--- src/imurm_pkg.sv ---
`timescale 1ns / 1ps
// ---------------------------------------------------------------------------
// imurm_pkg
// Shared types and constants of the inertial-sensor register map slave.
// ---------------------------------------------------------------------------
package imurm_pkg;

    // Bus event kind carried in tuser
    typedef enum logic [1:0] {
        MODE_READ   = 2'd0,
        MODE_WRITE  = 2'd1,
        MODE_STOP   = 2'd2,
        MODE_UPDATE = 2'd3
    } t_mode;

    // Configuration register indexes
    localparam logic CFG_IDENTITY = 1'b0;
    localparam logic CFG_FREEZE   = 1'b1;

    // Register map addresses
    localparam logic [7:0] ADDR_SAMPLE_FIRST = 8'h3B;
    localparam logic [7:0] ADDR_SAMPLE_LAST  = 8'h48;
    localparam logic [7:0] ADDR_POWER_1      = 8'h6B;
    localparam logic [7:0] ADDR_POWER_2      = 8'h6C;
    localparam logic [7:0] ADDR_IDENTITY     = 8'h75;

    // Reset values
    localparam logic [7:0]  IDENTITY_DEFAULT = 8'h68;
    localparam logic [7:0]  POWER_1_DEFAULT  = 8'h40;
    localparam logic [15:0] TEMP_DEFAULT     = 16'hF0B0;   // -3920

    // Only 16 bytes of the map can change: 14 sample bytes and two power bytes
    localparam int LIVE_BYTES = 16;
    localparam int SLOT_W     = 4;
    localparam logic [SLOT_W-1:0] SLOT_TEMP_HI = 4'd6;
    localparam logic [SLOT_W-1:0] SLOT_TEMP_LO = 4'd7;
    localparam logic [SLOT_W-1:0] SLOT_POWER_1 = 4'd14;
    localparam logic [SLOT_W-1:0] SLOT_POWER_2 = 4'd15;

    // Controller to datapath command
    typedef struct packed {
        logic read;     // return byte at pointer, advance pointer
        logic write;    // load pointer or store power byte
        logic stop;     // clear pointer-loaded flag
        logic update;   // store sensor samples
    } t_dp_cmd;

endpackage

--- src/imurm_ctrl.sv ---
`timescale 1ns / 1ps
// ---------------------------------------------------------------------------
// imurm_ctrl
// Handshake controller: accepts bus events, issues datapath commands and
// tracks the output register.
// ---------------------------------------------------------------------------
module imurm_ctrl (
    input  logic              i_clk,
    input  logic              i_rst_n,
    input  logic              i_s_tvalid,
    input  imurm_pkg::t_mode  i_mode,
    output logic              o_s_tready,
    output logic              o_m_tvalid,
    input  logic              i_m_tready,
    output imurm_pkg::t_dp_cmd o_cmd
);
    import imurm_pkg::*;

    typedef enum logic {
        ST_EMPTY,
        ST_FULL
    } t_state;

    t_state r_state;
    logic   accept;

    // output slot frees in the same cycle it is taken
    assign o_s_tready = (r_state == ST_EMPTY) || i_m_tready;
    assign accept     = i_s_tvalid && o_s_tready;
    assign o_m_tvalid = (r_state == ST_FULL);

    always_comb begin
        o_cmd = '0;
        if (accept) begin
            unique case (i_mode)
                MODE_READ:   o_cmd.read   = 1'b1;
                MODE_WRITE:  o_cmd.write  = 1'b1;
                MODE_STOP:   o_cmd.stop   = 1'b1;
                MODE_UPDATE: o_cmd.update = 1'b1;
                default:     o_cmd        = '0;
            endcase
        end
    end

    always_ff @(posedge i_clk) begin
        if (!i_rst_n) begin
            r_state <= ST_EMPTY;
        end else begin
            unique case (r_state)
                ST_EMPTY: begin
                    if (accept && i_mode == MODE_READ) r_state <= ST_FULL;
                end
                ST_FULL: begin
                    if (accept && i_mode == MODE_READ) r_state <= ST_FULL;
                    else if (i_m_tready)               r_state <= ST_EMPTY;
                end
                default: r_state <= ST_EMPTY;
            endcase
        end
    end

endmodule

--- src/imurm_dp.sv ---
`timescale 1ns / 1ps
// ---------------------------------------------------------------------------
// imurm_dp
// Register map datapath: pointer, live register bytes, config registers
// and the read data register.
// ---------------------------------------------------------------------------
module imurm_dp #(
    parameter int MAP_DEPTH = 128
) (
    input  logic               i_clk,
    input  logic               i_rst_n,
    input  imurm_pkg::t_dp_cmd i_cmd,
    input  logic [7:0]         i_bus_byte,
    input  logic [15:0]        i_accel_x,
    input  logic [15:0]        i_accel_y,
    input  logic [15:0]        i_accel_z,
    input  logic [15:0]        i_gyro_x,
    input  logic [15:0]        i_gyro_y,
    input  logic [15:0]        i_gyro_z,
    input  logic [15:0]        i_temperature,
    input  logic               i_cfg_we,
    input  logic               i_cfg_idx,
    input  logic [7:0]         i_cfg_wdata,
    output logic [7:0]         o_read_data
);
    import imurm_pkg::*;

    logic [7:0] r_live [LIVE_BYTES];
    logic [7:0] r_pointer;
    logic       r_loaded;
    logic [7:0] r_identity;
    logic       r_freeze;
    logic [7:0] r_read_data;

    logic [8:0]        wrapped;
    logic [7:0]        map_addr;
    logic              live_hit;
    logic [SLOT_W-1:0] live_slot;
    logic [8:0]        sample_off;
    logic [7:0]        rd_byte;
    logic              power_hit;

    // pointer mod MAP_DEPTH: value stays below twice the depth
    assign wrapped  = {1'b0, r_pointer} - 9'(MAP_DEPTH);
    assign map_addr = ({1'b0, r_pointer} >= 9'(MAP_DEPTH)) ? wrapped[7:0] : r_pointer;

    assign sample_off = {1'b0, map_addr} - {1'b0, ADDR_SAMPLE_FIRST};

    always_comb begin
        live_hit  = 1'b0;
        live_slot = '0;
        if (map_addr >= ADDR_SAMPLE_FIRST && map_addr <= ADDR_SAMPLE_LAST) begin
            live_hit  = 1'b1;
            live_slot = sample_off[SLOT_W-1:0];
        end else if (map_addr == ADDR_POWER_1) begin
            live_hit  = 1'b1;
            live_slot = SLOT_POWER_1;
        end else if (map_addr == ADDR_POWER_2) begin
            live_hit  = 1'b1;
            live_slot = SLOT_POWER_2;
        end
    end

    assign power_hit = (map_addr == ADDR_POWER_1) || (map_addr == ADDR_POWER_2);

    always_comb begin
        if (map_addr == ADDR_IDENTITY) rd_byte = r_identity;
        else if (live_hit)             rd_byte = r_live[live_slot];
        else                           rd_byte = 8'h00;
    end

    // control and map state
    always_ff @(posedge i_clk) begin
        if (!i_rst_n) begin
            r_pointer  <= '0;
            r_loaded   <= 1'b0;
            r_identity <= IDENTITY_DEFAULT;
            r_freeze   <= 1'b0;
            for (int i = 0; i < LIVE_BYTES; i++) r_live[i] <= 8'h00;
            r_live[SLOT_TEMP_HI] <= TEMP_DEFAULT[15:8];
            r_live[SLOT_TEMP_LO] <= TEMP_DEFAULT[7:0];
            r_live[SLOT_POWER_1] <= POWER_1_DEFAULT;
        end else begin
            if (i_cfg_we) begin
                unique case (i_cfg_idx)
                    CFG_IDENTITY: r_identity <= i_cfg_wdata;
                    CFG_FREEZE:   r_freeze   <= i_cfg_wdata[0];
                    default:      ;
                endcase
            end
            if (i_cmd.read) begin
                r_pointer <= r_pointer + 8'd1;
            end
            if (i_cmd.write) begin
                if (!r_loaded) begin
                    r_pointer <= i_bus_byte;
                    r_loaded  <= 1'b1;
                end else begin
                    if (power_hit) r_live[live_slot] <= i_bus_byte;
                    r_pointer <= r_pointer + 8'd1;
                end
            end
            if (i_cmd.stop) begin
                r_loaded <= 1'b0;
            end
            if (i_cmd.update && !r_freeze) begin
                // big-endian words at 0x3B: ax ay az temp gx gy gz
                r_live[0]  <= i_accel_x[15:8];
                r_live[1]  <= i_accel_x[7:0];
                r_live[2]  <= i_accel_y[15:8];
                r_live[3]  <= i_accel_y[7:0];
                r_live[4]  <= i_accel_z[15:8];
                r_live[5]  <= i_accel_z[7:0];
                r_live[6]  <= i_temperature[15:8];
                r_live[7]  <= i_temperature[7:0];
                r_live[8]  <= i_gyro_x[15:8];
                r_live[9]  <= i_gyro_x[7:0];
                r_live[10] <= i_gyro_y[15:8];
                r_live[11] <= i_gyro_y[7:0];
                r_live[12] <= i_gyro_z[15:8];
                r_live[13] <= i_gyro_z[7:0];
            end
        end
    end

    // read data register, payload only
    always_ff @(posedge i_clk) begin
        if (i_cmd.read) r_read_data <= rd_byte;
    end

    assign o_read_data = r_read_data;

endmodule

--- src/imu_register_map_bus_slave.sv ---
`timescale 1ns / 1ps
// ---------------------------------------------------------------------------
// imu_register_map_bus_slave
// Emulated inertial-sensor register map behind a byte bus slave.
// ---------------------------------------------------------------------------
// Each slave transfer is one bus event, selected by tuser: read request,
// written byte, stop/restart, or sensor update. A read request returns one
// master transfer carrying the byte at the register pointer (pointer taken
// modulo MAP_DEPTH, address 0x75 returns the identity register), after which
// the pointer advances and wraps at 256. The first byte written after a
// stop/restart loads the pointer; later written bytes land only at 0x6B and
// 0x6C and advance the pointer either way. A sensor update stores seven
// 16-bit samples big-endian from 0x3B (accel xyz, temperature, gyro xyz)
// unless freeze_updates is set. The read byte sits in a single output
// register; a new event is accepted whenever that register is empty or is
// being drained in the same cycle, so the slave side only stalls while an
// unread result is held there. Configuration writes (index 0 identity_value,
// index 1 freeze_updates) take effect on the write edge and are to be
// issued while the block idles.
// ---------------------------------------------------------------------------
module imu_register_map_bus_slave #(
    parameter int MAP_DEPTH = 128
) (
    input  logic         i_clk,
    input  logic         i_rst_n,
    // slave side
    input  logic         i_s_tvalid,
    output logic         o_s_tready,
    // [7:0] bus_byte, [23:8] accel_x, [39:24] accel_y, [55:40] accel_z,
    // [71:56] gyro_x, [87:72] gyro_y, [103:88] gyro_z, [119:104] temperature
    input  logic [119:0] i_s_tdata,
    input  logic [1:0]   i_s_tuser,     // [1:0] mode
    // master side
    output logic         o_m_tvalid,
    input  logic         i_m_tready,
    output logic [7:0]   o_m_tdata,     // [7:0] read_data
    // configuration
    input  logic         i_cfg_we,
    input  logic         i_cfg_idx,
    input  logic [7:0]   i_cfg_wdata
);
    import imurm_pkg::*;

    t_dp_cmd cmd;
    t_mode   mode;

    assign mode = t_mode'(i_s_tuser);

    imurm_ctrl u_ctrl (
        .i_clk      (i_clk),
        .i_rst_n    (i_rst_n),
        .i_s_tvalid (i_s_tvalid),
        .i_mode     (mode),
        .o_s_tready (o_s_tready),
        .o_m_tvalid (o_m_tvalid),
        .i_m_tready (i_m_tready),
        .o_cmd      (cmd)
    );

    imurm_dp #(
        .MAP_DEPTH (MAP_DEPTH)
    ) u_dp (
        .i_clk         (i_clk),
        .i_rst_n       (i_rst_n),
        .i_cmd         (cmd),
        .i_bus_byte    (i_s_tdata[7:0]),
        .i_accel_x     (i_s_tdata[23:8]),
        .i_accel_y     (i_s_tdata[39:24]),
        .i_accel_z     (i_s_tdata[55:40]),
        .i_gyro_x      (i_s_tdata[71:56]),
        .i_gyro_y      (i_s_tdata[87:72]),
        .i_gyro_z      (i_s_tdata[103:88]),
        .i_temperature (i_s_tdata[119:104]),
        .i_cfg_we      (i_cfg_we),
        .i_cfg_idx     (i_cfg_idx),
        .i_cfg_wdata   (i_cfg_wdata),
        .o_read_data   (o_m_tdata)
    );

endmodule
--- config.mk ---
export PLATFORM = sky130hd
export DESIGN_NAME = imu_register_map_bus_slave
export DESIGN_NICKNAME = d
export VERILOG_FILES = /design/src/imurm_pkg.sv /design/src/imurm_ctrl.sv /design/src/imurm_dp.sv /design/src/imu_register_map_bus_slave.sv
export SDC_FILE = /design/constraint.sdc
export NUM_CORES = 1
export LEC_CHECK = 0
export BUFFER_PORTS_ARGS = -buffer_cell sky130_fd_sc_hd__clkbuf_2
export CORE_UTILIZATION = 40
export CTS_BUF_LIST = sky130_fd_sc_hd__clkbuf_16
export CTS_CLUSTER_SIZE = 20
export DETAILED_ROUTE_END_ITERATION = 8
export GPL_ROUTABILITY_DRIVEN = 0
export SYNTH_ARGS = -nofsm -noshare
export SYNTH_HDL_FRONTEND = slang
export SYNTH_SLANG_ARGS = --single-unit
--- constraint.sdc ---
create_clock -name i_clk -period 3.7 [get_ports i_clk]
set_clock_uncertainty 0.05 [all_clocks]
set_input_delay 0 -clock i_clk [delete_from_list [all_inputs] [get_ports i_clk]]
set_output_delay 0 -clock i_clk [all_outputs]
set_load 0.01 [all_outputs]
==> impl_metrics.env <==
export IMPL_stdcell_area_sq_um=10400
export IMPL_required_ns=3.88
export IMPL_dr_first_iter_drc_count=634
export IMPL_grt_util_all_layers_pct=22.7
export IMPL_rows=49
export IMPL_yosys_area_top_type="edfxtp_1"
export IMPL_fin_crit_sh_pct=89.4
export IMPL_drive_gt1_share_pct=21.0
export IMPL_avgViaCountPerCell=5.26
export IMPL_synth_area_sq_um=7550
export IMPL_synth_cell_types=60
export IMPL_synthTopCellsByArea="edfxtp_1, and3_1, nand2_1"
export IMPL_final_cells=1185
export IMPL_first_pass_iters=5
export IMPL_cts_root_buffer="clkbuf_16"
export IMPL_setup_tns_ns=0
export IMPL_grt_pass1_wl_microns=33000
export IMPL_num_vias=6230
export IMPL_ys_flop_type="edfxtp_1"
export IMPL_synthArstFlopShare_pct=0
export IMPL_cts_setup_buffers=0
export IMPL_area_growth_pct=38.1
export IMPL_fillerInstances=1495
export IMPL_start_util_pct=41.5
export IMPL_cap_violations=0
export IMPL_powerDensity_nw_per_um2=407
export IMPL_die_area_sq_um=19400
export IMPL_antenna_found_initial=1
export IMPL_cp_end_kind="register"
export IMPL_n_antenna_cell=0
export IMPL_vdd_ir_drop_max_mv=0.309
export IMPL_syn_inst=676
export IMPL_cts_buffers=17
export IMPL_cts_tree="done"
export IMPL_hp_class="input port to register"
export IMPL_synth_top_area_share_pct=54.1
export IMPL_nets=1082
export IMPL_ant_nets=0
export IMPL_die_h_microns=139
export IMPL_path_clk_slew_ns=0.06
export IMPL_dieWidth_microns=139
export IMPL_power_total_mw=4.24
export IMPL_setup_viol=0
export IMPL_relSlewSlack_pct=25.9
export IMPL_grt_max_degree=108
export IMPL_slew_viol_final=0
export IMPL_cts_buffer_depth=2
export IMPL_wire_per_inst_microns=18.3
export IMPL_yosys_top_cells_count="edfxtp_1, nand2_1, and3_1, and2_1, mux2i_1"
export IMPL_yosysMostFrequentCell="edfxtp_1"
export IMPL_syn_area_per_cell_sq_um=11.2
export IMPL_min_period_ns=3.31
export IMPL_start_kind="register"
export IMPL_grt_overflow=0
export IMPL_max_freq_ghz=0.302
export IMPL_synth_seq_cells=154
export IMPL_grt_util_met1_pct=29.7
export IMPL_synth_enable_flop_cells=136
export IMPL_p_leak_nw=4.39
export IMPL_path_max_fanout=15
export IMPL_final_hold_viol_count=0
export IMPL_worstSetupPathType="register to register"
export IMPL_grt_busiest_layer="met2"
export IMPL_clock_latency_ns=0.43
export IMPL_syn_nets=815
export IMPL_status="finished, final reports clean"
export IMPL_place_inst=1011
export IMPL_tightest_slew_ns=1.10
export IMPL_clkSinkCount=154
export IMPL_met3_usage_pct=4.54
export IMPL_rsz0062_at_grt="false"
export IMPL_yosysSeqAreaShare_pct=58.8
export IMPL_core_area_sq_um=18200
export IMPL_ios=146
export IMPL_drc=0
export IMPL_synth_warning_count=0
export IMPL_postPlaceCellArea_sq_um=8410
export IMPL_numPortBuffers=145
export IMPL_grt_pass1_vias=6049
export IMPL_grt_use_met2_pct=37.2
export IMPL_routed_wirelength_microns=21600
export IMPL_htreeDepth=4
export IMPL_arrival_ns=3.48
export IMPL_dp_hpwl_microns=15100
repair_timing:
action | CTS | global route
endpoints found under the setup margin | 0 | 0
hold endpoints to repair | 145 | 0
gates resized for setup | 0 | 0
hold buffers | 142 | 0
cell type report:
type	instances	area [sq um]	area share, %
Sequential cell	154	4440	42.6
Multi-Input combinational cell	468	2870	27.5
Timing Repair Buffer	294	2200	21.1
Clock buffer	17	425	4.08
Tap cell	229	287	2.75
Clock inverter	15	175	1.68
Inverter	8	30.0	0.288
critical path, stage by stage (launching register included):
cell,delay [ns]
dfxtp_1,0.50
inv_1,0.13
ha_1,0.26
nand2b_1,0.13
a2111oi_4,0.09
or2_1,0.38
a21oi_2,0.58
buf_4,0.33
nand2_1,0.08
nand3_1,0.09
a21oi_1,0.10
o41ai_2,0.38
state kept, by name, indices dropped and copies added (netlist names):
signal / cells
u_dp.r_loaded: 1
u_dp.r_freeze: 1
u_dp.r_pointer: 7
u_dp.o_read_data: 8
u_dp.r_live: 128
u_dp.r_identity: 8
u_ctrl.o_m_tvalid: 1
through the flow:
step           utilization (%)  setup WS, ns  hold slack [ns]
2_1_floorplan                -         0.772           0.0742
3_3_place_gp              46.2         0.673            0.164
3_5_place_dp              46.2         0.490            0.177
4_1_cts                   57.3         0.419          0.00909
5_1_grt                   57.3         0.140           0.0361
6_report                  57.3         0.393           0.0185
report_power, final:
group / total, mW / leakage (nW) / internal (mW) / switching (mW)
Clock: 1.78 / 0.287 / 1.06 / 0.717
Combinational: 0.426 / 2.56 / 0.224 / 0.201
Sequential: 2.04 / 1.54 / 1.99 / 0.0481
Total: 4.24 / 4.39 / 3.28 / 0.966
metal layers:
metal	up-vias	wire length (microns)
li1	2984	-
met1	2976	9480
met2	231	10400
met3	39	1270
met4	0	503
met5	-	0
cell families (layout without fill, tap and decap cells):
kind of cell	after synthesis	count (layout)	share of synthesized area, %
fa+ha+maj	3	3	0.497
simple gates	332	332	23.0
compound gates	89	89	8.43
xor+xnor	5	5	0.580
flops	154	154	58.8
buf+inv	54	334	3.26
mux	39	39	5.33
layout by cell type (no fill, tap or decap), types with 4 or more instances in the layout:
master / Yosys / routed
edfxtp_1: 136 / 136
buf_4: 5 / 7
nor3_1: 5 / 5
mux2i_1: 35 / 35
nand2b_1: 17 / 17
dlygate4sd3_1: 0 / 142
nand3_1: 30 / 30
o21ai_1: 6 / 6
o21ai_0: 16 / 16
a221oi_1: 5 / 5
nor2_1: 14 / 14
clkbuf_2: 0 / 144
dfxtp_1: 18 / 18
clkbuf_16: 0 / 17
nand2_1: 120 / 120
inv_1: 7 / 9
o31ai_1: 5 / 5
clkinvlp_4: 0 / 4
a21boi_0: 8 / 8
nor2b_1: 5 / 5
and2_1: 51 / 51
a21oi_1: 19 / 19
and3_1: 73 / 73
worst paths after layout:
path                      start                   to  slack, ns  depth (start not counted)
min                i_s_tuser[1]    u_dp.r_pointer[6]       0.02                          5
min reg2reg  u_dp.r_identity[0]   u_dp.r_identity[0]       0.43                          2
max reg2reg   u_dp.r_pointer[0]  u_dp.o_read_data[1]       0.39                         11
max           u_dp.r_pointer[0]  u_dp.o_read_data[1]       0.39                         11
Note: power is estimated with default switching activity, not from simulation.
